[src/design/dia_pkg.sv]
// Shared types and constants of the descriptor id allocator.
package dia_pkg;

	localparam int WORD_W    = 8;   // free-map bits per memory row
	localparam int WORD_IW   = 3;   // bit index inside a row
	localparam int RUN_W     = 7;   // run length field
	localparam int HS_W      = 11;  // heap_slots register
	localparam int INC_W     = 13;  // increment_size register
	localparam int ADDR_W    = 64;  // address registers and results
	localparam int KIND_W    = 2;
	localparam int STATUS_W  = 2;
	localparam int CFG_IDX_W = 3;

	localparam logic [KIND_W-1:0] KIND_ALLOC  = 2'd0;
	localparam logic [KIND_W-1:0] KIND_RUN    = 2'd1;
	localparam logic [KIND_W-1:0] KIND_FREE   = 2'd2;
	localparam logic [KIND_W-1:0] KIND_LOOKUP = 2'd3;

	localparam logic [STATUS_W-1:0] ST_OK    = 2'd0;
	localparam logic [STATUS_W-1:0] ST_FULL  = 2'd1;
	localparam logic [STATUS_W-1:0] ST_RANGE = 2'd2;

	localparam logic [CFG_IDX_W-1:0] REG_CPU_BASE   = 3'd0;
	localparam logic [CFG_IDX_W-1:0] REG_GPU_BASE   = 3'd1;
	localparam logic [CFG_IDX_W-1:0] REG_INCREMENT  = 3'd2;
	localparam logic [CFG_IDX_W-1:0] REG_VISIBLE    = 3'd3;
	localparam logic [CFG_IDX_W-1:0] REG_HEAP_SLOTS = 3'd4;

	localparam logic [INC_W-1:0] INC_RESET = 13'd32;
	localparam logic [HS_W-1:0]  HS_RESET  = 11'd1024;
	localparam logic             VIS_RESET = 1'b1;

	typedef struct packed {
		logic               hit;
		logic [WORD_IW-1:0] pos;
		logic [RUN_W-1:0]   run_out;
	} dia_scan_t;

endpackage

[src/design/descriptor_id_allocator.sv]
// Top level of the descriptor id allocator: sequencer, free map and address unit.
//
// Hands out heap slot ids 1..min(heap_slots, CAPACITY) from a free bitmap and
// a bump pointer, and turns ids into CPU/GPU addresses (base + (id-1) * stride).
// The free map lives in a RAM of CAPACITY/8+1 rows of 8 bits; after reset a
// clearing pass writes every row to zero, with in_ready low (configuration
// writes are taken as ever). One item is handled at a time and in_ready stays
// low while it is in work. A free reads the row of its id and writes it back
// with the bit set, and gives no result; an ignored id touches no row. A lookup,
// a bad run length and each result word pass the address unit (one multiply
// stage, one 64-bit add stage). Single and run allocations first walk the free
// map one row per cycle through the shared row scanner, on to the last row
// when nothing is free and stopping early on a hit; then each result word
// passes the address unit. A run of n ids gives n result words, the last
// one flagged by last. The output register holds a finished word until
// out_ready, and the sequencer holds the next word back until that register
// is free.
module descriptor_id_allocator #(
	parameter int CAPACITY = 1024,
	parameter int MAX_RUN  = 64
) (
	input  logic                                clk,
	input  logic                                arst_n,
	// configuration
	input  logic                                cfg_we,
	input  logic [dia_pkg::CFG_IDX_W-1:0]       cfg_index,
	input  logic [dia_pkg::ADDR_W-1:0]          cfg_wdata,
	// request channel
	input  logic                                in_valid,
	output logic                                in_ready,
	input  logic [dia_pkg::KIND_W-1:0]          kind,
	input  logic [dia_pkg::RUN_W-1:0]           run_length,
	input  logic [$clog2(CAPACITY+1)-1:0]       slot_id,
	// result channel
	output logic                                out_valid,
	input  logic                                out_ready,
	output logic [dia_pkg::STATUS_W-1:0]        status,
	output logic [$clog2(CAPACITY+1)-1:0]       result_id,
	output logic [dia_pkg::ADDR_W-1:0]          cpu_address,
	output logic [dia_pkg::ADDR_W-1:0]          gpu_address,
	output logic                                last
);
	import dia_pkg::*;

	localparam int ID_W  = $clog2(CAPACITY + 1);
	localparam int NU_W  = $clog2(CAPACITY + 2);
	localparam int ROWS  = CAPACITY / WORD_W + 1;
	localparam int RA_W  = (ROWS > 1) ? $clog2(ROWS) : 1;
	localparam int BI_W  = RA_W + WORD_IW;
	localparam int SW    = ((BI_W > RUN_W) ? BI_W : RUN_W) + 1;
	localparam int CMP_W = ((NU_W > HS_W) ? NU_W : HS_W) + 1;
	localparam int MUL_W = ID_W + INC_W;

	localparam logic [2:0] S_CLEAR   = 3'd0;
	localparam logic [2:0] S_IDLE    = 3'd1;
	localparam logic [2:0] S_FREE_RD = 3'd2;
	localparam logic [2:0] S_FREE_WR = 3'd3;
	localparam logic [2:0] S_SCAN0   = 3'd4;
	localparam logic [2:0] S_SCAN    = 3'd5;
	localparam logic [2:0] S_EM_A    = 3'd6;
	localparam logic [2:0] S_EM_B    = 3'd7;

	// configuration registers
	logic [ADDR_W-1:0] cpu_base_q;
	logic [ADDR_W-1:0] gpu_base_q;
	logic [INC_W-1:0]  increment_q;
	logic              visible_q;
	logic [HS_W-1:0]   heap_slots_q;

	// sequencer state
	logic [2:0]        state_q;
	logic [RA_W-1:0]   row_q;
	logic [RUN_W-1:0]  run_q;
	logic [RUN_W-1:0]  need_q;
	logic              single_q;
	logic [ID_W-1:0]   sid_q;
	logic [ID_W-1:0]   cur_id_q;
	logic [RUN_W-1:0]  remain_q;
	logic [STATUS_W-1:0] res_status_q;
	logic              ok_q;
	logic              clr_q;
	logic [NU_W-1:0]   next_unused_q;
	logic [MUL_W-1:0]  off_s1;

	// output register
	logic                out_valid_q;
	logic [STATUS_W-1:0] status_q;
	logic [ID_W-1:0]     result_id_q;
	logic [ADDR_W-1:0]   cpu_address_q;
	logic [ADDR_W-1:0]   gpu_address_q;
	logic                last_q;

	// free-map RAM
	logic              ram_we;
	logic [RA_W-1:0]   ram_waddr;
	logic [WORD_W-1:0] ram_wdata;
	logic [RA_W-1:0]   ram_raddr;
	logic [WORD_W-1:0] ram_rdata;

	dia_scan_t         scan;
	logic [CMP_W-1:0]  eff_slots;
	logic [CMP_W-1:0]  nu_ext;
	logic              bump1_ok;
	logic              bumpn_ok;
	logic              out_free;
	logic              last_row;
	logic              free_ok;
	logic              lookup_bad;
	logic              len_bad;
	logic [SW-1:0]     hit_start;
	logic [RA_W-1:0]   sid_row;
	logic [RA_W-1:0]   cur_row;
	logic [WORD_W-1:0] sid_mask;
	logic [WORD_W-1:0] cur_mask;

	dia_ram #(
		.WIDTH (WORD_W),
		.DEPTH (ROWS)
	) u_map (
		.clk   (clk),
		.we    (ram_we),
		.waddr (ram_waddr),
		.wdata (ram_wdata),
		.raddr (ram_raddr),
		.rdata (ram_rdata)
	);

	dia_scan u_scan (
		.word   (ram_rdata),
		.run_in (run_q),
		.need   (need_q),
		.single (single_q),
		.res    (scan)
	);

	// Heap size seen by the bump pointer: heap_slots, capped at CAPACITY.
	always_comb begin
		if (CMP_W'(heap_slots_q) > CMP_W'(CAPACITY)) begin
			eff_slots = CMP_W'(CAPACITY);
		end else begin
			eff_slots = CMP_W'(heap_slots_q);
		end
	end

	assign nu_ext   = CMP_W'(next_unused_q);
	assign bump1_ok = nu_ext <= eff_slots;
	assign bumpn_ok = (nu_ext + CMP_W'(need_q) - CMP_W'(1)) <= eff_slots;
	assign out_free = !out_valid_q || out_ready;
	assign last_row = row_q == RA_W'(ROWS - 1);

	// Checks on an incoming request, taken straight from the ports.
	assign free_ok    = (slot_id != '0) && (slot_id <= ID_W'(CAPACITY))
	                    && (CMP_W'(slot_id) < nu_ext);
	assign lookup_bad = (slot_id == '0) || (CMP_W'(slot_id) >= nu_ext);
	assign len_bad    = (run_length == '0) || (run_length > RUN_W'(MAX_RUN));

	// First id of the hit: the bit itself for a single, run start otherwise.
	always_comb begin
		if (single_q) begin
			hit_start = SW'({row_q, scan.pos});
		end else begin
			hit_start = SW'({row_q, scan.pos}) - SW'(need_q) + SW'(1);
		end
	end

	assign sid_row  = RA_W'(sid_q >> WORD_IW);
	assign cur_row  = RA_W'(cur_id_q >> WORD_IW);
	assign sid_mask = WORD_W'(1) << WORD_IW'(sid_q);
	assign cur_mask = WORD_W'(1) << WORD_IW'(cur_id_q);

	// RAM port control.
	always_comb begin
		ram_we    = 1'b0;
		ram_waddr = row_q;
		ram_wdata = '0;
		ram_raddr = row_q;
		case (state_q)
			S_CLEAR: begin
				ram_we = 1'b1;
			end
			S_FREE_RD: begin
				ram_raddr = sid_row;
			end
			S_FREE_WR: begin
				// set the freed bit, keep the rest of the row
				ram_we    = 1'b1;
				ram_waddr = sid_row;
				ram_wdata = ram_rdata | sid_mask;
			end
			S_SCAN0: begin
				ram_raddr = '0;
			end
			S_SCAN: begin
				// fetch the next row while this one is scanned
				ram_raddr = last_row ? row_q : row_q + RA_W'(1);
			end
			S_EM_A: begin
				ram_raddr = cur_row;
			end
			S_EM_B: begin
				// take an id out of the free map when it came from there
				ram_we    = clr_q;
				ram_waddr = cur_row;
				ram_wdata = ram_rdata & ~cur_mask;
			end
			default: begin
				ram_we = 1'b0;
			end
		endcase
	end

	// Configuration registers.
	always_ff @(posedge clk or negedge arst_n) begin
		if (!arst_n) begin
			cpu_base_q   <= '0;
			gpu_base_q   <= '0;
			increment_q  <= INC_RESET;
			visible_q    <= VIS_RESET;
			heap_slots_q <= HS_RESET;
		end else if (cfg_we) begin
			case (cfg_index)
				REG_CPU_BASE:   cpu_base_q   <= cfg_wdata;
				REG_GPU_BASE:   gpu_base_q   <= cfg_wdata;
				REG_INCREMENT:  increment_q  <= cfg_wdata[INC_W-1:0];
				REG_VISIBLE:    visible_q    <= cfg_wdata[0];
				REG_HEAP_SLOTS: heap_slots_q <= cfg_wdata[HS_W-1:0];
				default: begin
				end
			endcase
		end
	end

	// Sequencer.
	always_ff @(posedge clk or negedge arst_n) begin
		if (!arst_n) begin
			state_q       <= S_CLEAR;
			row_q         <= '0;
			run_q         <= '0;
			need_q        <= '0;
			single_q      <= 1'b0;
			sid_q         <= '0;
			cur_id_q      <= '0;
			remain_q      <= '0;
			res_status_q  <= ST_OK;
			ok_q          <= 1'b0;
			clr_q         <= 1'b0;
			next_unused_q <= NU_W'(1);
		end else begin
			case (state_q)
				S_CLEAR: begin
					// sweep the free map to all clear, one row a cycle
					row_q <= row_q + RA_W'(1);
					if (last_row) begin
						row_q   <= '0;
						state_q <= S_IDLE;
					end
				end
				S_IDLE: begin
					if (in_valid) begin
						case (kind)
							KIND_FREE: begin
								sid_q   <= slot_id;
								state_q <= free_ok ? S_FREE_RD : S_IDLE;
							end
							KIND_LOOKUP: begin
								cur_id_q     <= slot_id;
								remain_q     <= RUN_W'(1);
								clr_q        <= 1'b0;
								ok_q         <= !lookup_bad;
								res_status_q <= lookup_bad ? ST_RANGE : ST_OK;
								state_q      <= S_EM_A;
							end
							KIND_ALLOC: begin
								single_q <= 1'b1;
								need_q   <= RUN_W'(1);
								run_q    <= '0;
								state_q  <= S_SCAN0;
							end
							KIND_RUN: begin
								if (len_bad) begin
									cur_id_q     <= '0;
									remain_q     <= RUN_W'(1);
									clr_q        <= 1'b0;
									ok_q         <= 1'b0;
									res_status_q <= ST_RANGE;
									state_q      <= S_EM_A;
								end else begin
									single_q <= 1'b0;
									need_q   <= run_length;
									run_q    <= '0;
									state_q  <= S_SCAN0;
								end
							end
							default: begin
								state_q <= S_IDLE;
							end
						endcase
					end
				end
				S_FREE_RD: begin
					state_q <= S_FREE_WR;
				end
				S_FREE_WR: begin
					state_q <= S_IDLE;
				end
				S_SCAN0: begin
					row_q   <= '0;
					state_q <= S_SCAN;
				end
				S_SCAN: begin
					if (scan.hit) begin
						cur_id_q     <= ID_W'(hit_start);
						remain_q     <= need_q;
						clr_q        <= 1'b1;
						ok_q         <= 1'b1;
						res_status_q <= ST_OK;
						state_q      <= S_EM_A;
					end else if (last_row) begin
						// nothing freed fits: fall back to the bump pointer
						clr_q   <= 1'b0;
						state_q <= S_EM_A;
						if (single_q ? bump1_ok : bumpn_ok) begin
							cur_id_q      <= ID_W'(next_unused_q);
							remain_q      <= need_q;
							ok_q          <= 1'b1;
							res_status_q  <= ST_OK;
							next_unused_q <= NU_W'(nu_ext + CMP_W'(need_q));
						end else begin
							cur_id_q     <= '0;
							remain_q     <= RUN_W'(1);
							ok_q         <= 1'b0;
							res_status_q <= ST_FULL;
						end
					end else begin
						row_q <= row_q + RA_W'(1);
						run_q <= scan.run_out;
					end
				end
				S_EM_A: begin
					if (out_free) begin
						state_q <= S_EM_B;
					end
				end
				S_EM_B: begin
					if (remain_q == RUN_W'(1)) begin
						state_q <= S_IDLE;
					end else begin
						cur_id_q <= cur_id_q + ID_W'(1);
						remain_q <= remain_q - RUN_W'(1);
						state_q  <= S_EM_A;
					end
				end
				default: begin
					state_q <= S_IDLE;
				end
			endcase
		end
	end

	// Address unit, stage one: slot offset (id - 1) * stride.
	always_ff @(posedge clk) begin
		if (state_q == S_EM_A && out_free) begin
			off_s1 <= MUL_W'(cur_id_q - ID_W'(1)) * MUL_W'(increment_q);
		end
	end

	// Output register: valid is control, the payload loads with it.
	always_ff @(posedge clk or negedge arst_n) begin
		if (!arst_n) begin
			out_valid_q <= 1'b0;
		end else if (state_q == S_EM_B) begin
			out_valid_q <= 1'b1;
		end else if (out_ready) begin
			out_valid_q <= 1'b0;
		end
	end

	// Address unit, stage two: add the bases; zero on failure, GPU side also when invisible.
	always_ff @(posedge clk) begin
		if (state_q == S_EM_B) begin
			status_q      <= res_status_q;
			result_id_q   <= ok_q ? cur_id_q : '0;
			cpu_address_q <= ok_q ? cpu_base_q + ADDR_W'(off_s1) : '0;
			gpu_address_q <= (ok_q && visible_q) ? gpu_base_q + ADDR_W'(off_s1) : '0;
			last_q        <= remain_q == RUN_W'(1);
		end
	end

	assign in_ready    = state_q == S_IDLE;
	assign out_valid   = out_valid_q;
	assign status      = status_q;
	assign result_id   = result_id_q;
	assign cpu_address = cpu_address_q;
	assign gpu_address = gpu_address_q;
	assign last        = last_q;

endmodule

[src/design/dia_ram.sv]
// Generic single-write, single-read RAM with registered read data.
module dia_ram #(
	parameter int WIDTH = 8,
	parameter int DEPTH = 16
) (
	input  logic                                  clk,
	input  logic                                  we,
	input  logic [((DEPTH > 1) ? $clog2(DEPTH) : 1)-1:0] waddr,
	input  logic [WIDTH-1:0]                      wdata,
	input  logic [((DEPTH > 1) ? $clog2(DEPTH) : 1)-1:0] raddr,
	output logic [WIDTH-1:0]                      rdata
);

	logic [WIDTH-1:0] mem_q [DEPTH];
	logic [WIDTH-1:0] rdata_q;

	always_ff @(posedge clk) begin
		if (we) begin
			mem_q[waddr] <= wdata;
		end
		rdata_q <= mem_q[raddr];
	end

	assign rdata = rdata_q;

endmodule

[src/design/dia_scan.sv]
// Free-map row scanner: lowest set bit, or first point where a run reaches the wanted length.
module dia_scan (
	input  logic [dia_pkg::WORD_W-1:0] word,
	input  logic [dia_pkg::RUN_W-1:0]  run_in,
	input  logic [dia_pkg::RUN_W-1:0]  need,
	input  logic                       single,
	output dia_pkg::dia_scan_t         res
);
	import dia_pkg::*;

	always_comb begin : p_scan
		logic [RUN_W-1:0] r;
		logic             found;
		r     = run_in;
		found = 1'b0;
		res   = '0;
		for (int j = 0; j < WORD_W; j++) begin
			// extend the run through set bits, restart on a clear bit
			r = word[j] ? r + RUN_W'(1) : '0;
			if (!found && ((single && word[j]) || (!single && r == need))) begin
				found   = 1'b1;
				res.hit = 1'b1;
				res.pos = WORD_IW'(j);
			end
		end
		res.run_out = r;
	end

endmodule

[config.mk]
export PLATFORM = sky130hd
export DESIGN_NAME = descriptor_id_allocator
export DESIGN_NICKNAME = d
export VERILOG_FILES = /design/src/design/dia_pkg.sv /design/src/design/descriptor_id_allocator.sv /design/src/design/dia_ram.sv /design/src/design/dia_scan.sv
export SDC_FILE = /design/constraint.sdc
export NUM_CORES = 2
export LEC_CHECK = 0
export BUFFER_PORTS_ARGS = -buffer_cell sky130_fd_sc_hd__buf_2
export CAP_MARGIN = 30
export CORE_MARGIN = 5
export CORE_UTILIZATION = 30
export CTS_BUF_LIST = sky130_fd_sc_hd__clkbuf_16
export DETAILED_ROUTE_END_ITERATION = 12
export PLACE_DENSITY = 0.47
export SLEW_MARGIN = 20
export SYNTH_ARGS = -nofsm -noshare
export SYNTH_HDL_FRONTEND = slang
export SYNTH_HIERARCHICAL = 1
export SYNTH_SLANG_ARGS = --single-unit
[constraint.sdc]
create_clock -name clk -period 13.16 [get_ports clk]
set_input_delay 0 -clock clk [delete_from_list [all_inputs] [get_ports clk]]
set_output_delay 0 -clock clk [all_outputs]
set_load 0.005 [all_outputs]
## Yosys cells after proc, flatten, opt, wreduce, memory -nomap -nowiden

Memories as Yosys holds them, arrays and structs flattened. A register that Yosys moved wholly into a read port is not among the register bits.
Cells that the tools add are included.
W data, S select, Z words.

- Multiply operators: 1
- Shift-type cells: 2
- Multiplexer cells: 94
- Reductions and logical operators: 73
- Order comparisons: 7
- Add/subtract/negate cells: 18
- Equal/unequal tests: 36
- Bitwise gates (word level): 4

Operators with widths:

| cell | number |
|---|---|
| $mux W7 | 19 |
| $add A64 B24 Y64 | 2 |
| $mux W11 | 8 |
| $add A7 B1 Y7 const B | 8 |
| $eq A7 B7 Y1 | 8 |
| $pmux W7 S2 | 4 |
| $pmux W11 S3 | 1 |
| $mux W4 | 8 |
| $pmux W8 S2 | 2 |
| $pmux W8 S4 | 1 |
| $logic_and A1 B1 Y1 | 27 |
| $mul A12 B14 Y24 | 1 |
| $mux W8 | 3 |
| $pmux W3 S8 | 1 |
| $pmux W8 S3 | 1 |
| $add A11 B1 Y11 const B | 2 |
| $mux W1 | 22 |
| $pmux W11 S2 | 1 |
| $pmux W7 S3 | 1 |
| $mux W3 | 6 |
| $shl A1 B3 Y8 const A | 2 |
| $eq A3 B3 Y1 const B | 5 |
| $mux W2 | 7 |
| $ne A2 B2 Y1 const B | 7 |
| other kinds (43) | 88 |

- Input port bits: 92
- Bits in writable memories: 1,032
- Flip-flop bits (word level): 390
- Logic and storage cells: 260
- Memories: 1
- Output and inout port bits: 144

Memories:

| name | words | width | read ports | clocked after memory_dff | write ports | RTL line | source |
|---|---|---|---|---|---|---|---|
| u_map.mem_q | 129 | 8 | 1 | 1 | 1 | dia_ram.sv:14 | `logic [WIDTH-1:0] mem_q [DEPTH];` |

## Depth between registers and ports, before layout

- Depth after elaboration: 32
- Mapped depth: 43
- Gate-level depth less buffers: 41

## By module

The synthesis kept the hierarchy.

Modules (own cells, without submodules):

| module | instances | cells each | seq. area each (µm²) | area each (µm²) |
|---|---|---|---|---|
| dia_ram | 1 | 2,031 | 31,149.9 | 40,795.4 |
| descriptor_id_allocator | 1 | 2,704 | 10,595.2 | 27,266.2 |
| dia_scan | 1 | 447 | 0.0 | 3,103.0 |

## Worst setup path before layout

No wires, ideal clock.

- Path kind: reg-to-reg
- Start point: register run_q[0]
- End point: register cur_id_q[9]
- Path buffers: 1
- Required time: 13.025 ns
- Data arrival time: 7.762 ns
- Setup time: 0.135 ns
- Slack: 5.263 ns
- Stages on the path, launching flop included: 42
- Period minus slack after synthesis: 7.897 ns
- Cell sequence: dfrtp_1 > buf_4 > or2b_2 > inv_2 > ha_1 > inv_1 > nor2_1 > ha_1 > nand2_1 > inv_1 > ha_1 > nand2_1 > inv_1 > ha_1 > nand2_1 > inv_1 > ha_1 > and2_1 > (+6 left out) > xor2_1 > a211oi_1 > and4bb_1 > a41o_1 > inv_1 > ha_1 > inv_1 > ha_1 > fa_1 > a21o_1 > a21oi_1 > nor2b_1 > o21ai_0 > a221oi_1 > xnor2_1 > o21ai_0 > a221oi_1 > o211ai_1

RTL lines:

| item | RTL line | source |
|---|---|---|
| start: declaration | descriptor_id_allocator.sv:73 | `logic [RUN_W-1:0] run_q;` |
| start signal: assignment | descriptor_id_allocator.sv:336 | `run_q <= scan.run_out;` |
| end signal: assignment | descriptor_id_allocator.sv:266 | `cur_id_q <= slot_id;` |
| end signal: assignment | descriptor_id_allocator.sv:312 | `cur_id_q <= ID_W'(hit_start);` |
| end signal: assignment | descriptor_id_allocator.sv:323 | `cur_id_q <= ID_W'(next_unused_q);` |
| end: declaration | descriptor_id_allocator.sv:77 | `logic [ID_W-1:0] cur_id_q;` |

==> results.md <==
* Status: complete, no violations
* Max_cap viols at 0
* Synthesized netlist net count at 5587
* Worst-margin pin slew at 1.03 ns
* Synth cell types at 119
* Yosys warning total at 6
* Via count at 44900
* Final setup violation count at 0
* Syn Inst Count at 5182
* Seq. cell area at 41700 um2
* Total CTS buffers at 157
* Vias in the first global route at 45400
* #FFs+latches synth at 1430
* DP HPWL at 143000 um
* FMAX at 0.114 GHz
* Total grt overflow at 0
* Pins Over Slew Limit at 0
* CTS Sinks at 1430
* Die Wd at 497 um
* CP Data Required Time at 13.86 ns
* TritonCTS clock tree: done
* Clk Latency, worst-skew pair at 0.83 ns
* Initial antenna violation count at 5
* Crit path top cell by count: ha_1
* Critical-path maximum fanout at 11
* Slowest CP cell: dfrtp_1
* Slew headroom at 31.4%
* Dpl cells at 8390
* Routed len/inst at 23.9 um
* Leading area contributor after synthesis: edfxtp_1
* Crit Path Category: reg -> reg
* Filler instances at 23000
* GPL Wtd Cong at 0.840
* H-tree lvl count at 4
* Vias per cell at 5.08
* Area growth, synth to finish at 15.9%
* Area used by multi-input combinational logic at 27200 um2
* Port bufs at 235
* Largest cells by area after synthesis: edfxtp_1 (51%), dfrtp_1 (7.7%), mux4_2 (5.9%)
* Post-CTS Setup Bufs at 0
* Antenna viol nets, final at 0
* CP Capture Type: flop
* Final Net Count at 5961
* Fin crit share at 66.9%
* Die Area at 247000 um2
* Finished Cell Area at 82500 um2
* Cell Count, Final, Fillers Out at 8832
* Final WL at 211000 um
* Hold Crit Class: in -> reg
* DRC at 0
* Layout cells sized above 1 at 18.3%
* Post-synth ARST share at 15.7%
* Data arrival, critical path at 9.50 ns
* Iter 0 DRT Violations at 3723
* RSZ-0062 raised after global routing: no
* First-pass GRT wire length at 312000 um
* Initial core utilization at 30.2%
* Total negative slack at 0 ns
* CTS clk-pin slew, worst paths at 0.06 ns
* Post-layout minimum cycle time at 8.80 ns
* Mean Syn Cell Area at 13.7 um2
* I/O pin count at 236
* Synth Cell Area at 71200 um2
* Area of the core at 236000 um2
* Largest net degree at the start of global routing at 105
* Startpoint Class: flop
* Post-Route Skew at 0.0582 ns
* Clk buf depth at 3
* Top cells by count, synth: edfxtp_1 (1198), nand2_1 (336), nor2_1 (320), inv_1 (267), dfrtp_1 (220)
* First-pass DRT Iterations at 5
* Sequential area share after synthesis at 58.7%
* GRT Total Usage at 16.6%
* Die Y-Extent at 497 um
* Cell Area, Placed at 75900 um2
* CP peak stage delay at 0.49 ns
* Final Hold Vio Count at 0
* Clk root buf: clkbuf_16
* Cell Rows at 178
* EDFF count, synth at 1198
* Top cell type's share of synthesized area at 50.6%
* Count leader, synth: edfxtp_1
* Most used flip-flop cell after synthesis: edfxtp_1
==> final timing paths <==
check	from	endpoint	slack, ns	cells past startpoint
max	run_q[0]$_DFFE_PN0P_	cur_id_q[9]$_DFFE_PN0P_	4.36	40
min	cfg_wdata[13]	cpu_base_q[13]$_DFFE_PN0P_	0.06	3
max reg2reg	run_q[0]$_DFFE_PN0P_	cur_id_q[9]$_DFFE_PN0P_	4.36	40
min reg2reg	clr_q$_DFFE_PN0P_	clr_q$_DFFE_PN0P_	0.50	2
max in group asynchronous	arst_n	ok_q$_DFFE_PN0P_	11.93	4
min in group asynchronous	arst_n	visible_q$_DFFE_PN1P_	0.33	3
==> worst max-delay path, delay by kind of cell, from the launching register on <==
kind	cells	cell delay [ns]
XOR/XNOR	2	0.31
AND/OR/NAND/NOR	11	2.02
buffers and inverters	6	0.51
adder cells (fa/ha/maj)	11	3.57
flip-flops	1	0.49
AO/OA/AOI/OAI	10	1.83
==> placed cells by master, fill, tap and decap left out, types with 32 or more instances in the layout <==
master	n
nor2b_1	64
and3_1	63
xnor2_1	128
o21ai_0	150
o221ai_1	33
mux2_2	184
buf_2	237
nor3_1	73
dfrtp_1	219
nor2_1	315
mux2i_1	159
a21o_1	46
o22ai_1	49
a21oi_1	135
nand4_1	41
mux4_2	188
inv_1	309
and2_1	133
or3_1	32
a31oi_1	39
clkbuf_16	159
nand2b_1	47
fa_1	115
dlygate4sd3_1	141
buf_4	94
edfxtp_1	1198
nand2_1	335
ha_1	198
a211oi_1	44
nand3_1	134
xor2_1	74
==> logic make-up (layout without fill, tap and decap cells) <==
| group | after synthesis | in the layout | share of synthesized area (%) |
|---|---|---|---|
| other | 0 | 2 | 0 |
| AND/OR/NAND/NOR | 1364 | 1364 | 9.60 |
| buffers and inverters | 546 | 1044 | 3.46 |
| adder cells (fa/ha/maj) | 313 | 313 | 6.72 |
| multiplexers | 541 | 541 | 11.3 |
| XOR/XNOR | 210 | 210 | 2.67 |
| AO/OA/AOI/OAI | 778 | 778 | 7.57 |
| flip-flops | 1430 | 1430 | 58.7 |
==> flip-flops by register name, indices dropped and copies added (netlist names), 2 cells and up <==
name / cells
run_q: 7
remain_q: 7
sid_q: 11
result_id: 11
heap_slots_q: 11
cur_id_q: 11
next_unused_q: 11
off_s1: 24
cpu_address: 64
need_q: 7
res_status_q: 2
gpu_address: 64
u_map/rdata: 8
state_q: 3
u_map/mem_q: 1032
gpu_base_q: 64
row_q: 8
status: 2
increment_q: 13
cpu_base_q: 64
==> area by class of cell <==
cell class / instances / share of cell area [%]
Timing Repair Buffer: 488 / 4.36
Antenna cell: 2 / 0.00607
Sequential cell: 1430 / 50.6
Multi-Input combinational cell: 3206 / 33.0
Inverter: 273 / 1.25
Tap cell: 3150 / 4.78
Clock inverter: 124 / 1.20
Clock buffer: 159 / 4.82
==> metrics by stage <==
step           utilization, %  hold slack (ns)  worst slack [ns]
2_1_floorplan               -           -0.296              5.26
3_3_place_gp             32.1            0.154              4.44
3_5_place_dp             32.2            0.154              4.44
4_1_cts                  34.9         0.000129              4.45
5_1_grt                  35.0           0.0295              3.85
6_report                 35.0           0.0638              4.36
==> layer usage <==
| metal | track usage, % | share of wire, % | vias to the layer above |
|---|---|---|---|
| met4 | 4.86 | 3.0 | 0 |
| met1 | 23.0 | 45 | 23000 |
| met2 | 26.7 | 46 | 1333 |
| met5 | 0 | 0 | - |
| met3 | 2.92 | 5.5 | 291 |
| li1 | - | - | 20200 |
==> repair_timing <==
action,CTS,global route
gates resized for setup,0,0
endpoints found under the setup margin,0,0
hold buffers,142,0
hold endpoints to repair,300,0
Power is left out: the tool's default activity adds up to more than one toggle a clock period on the data nets, which glitch-free logic cannot reach.
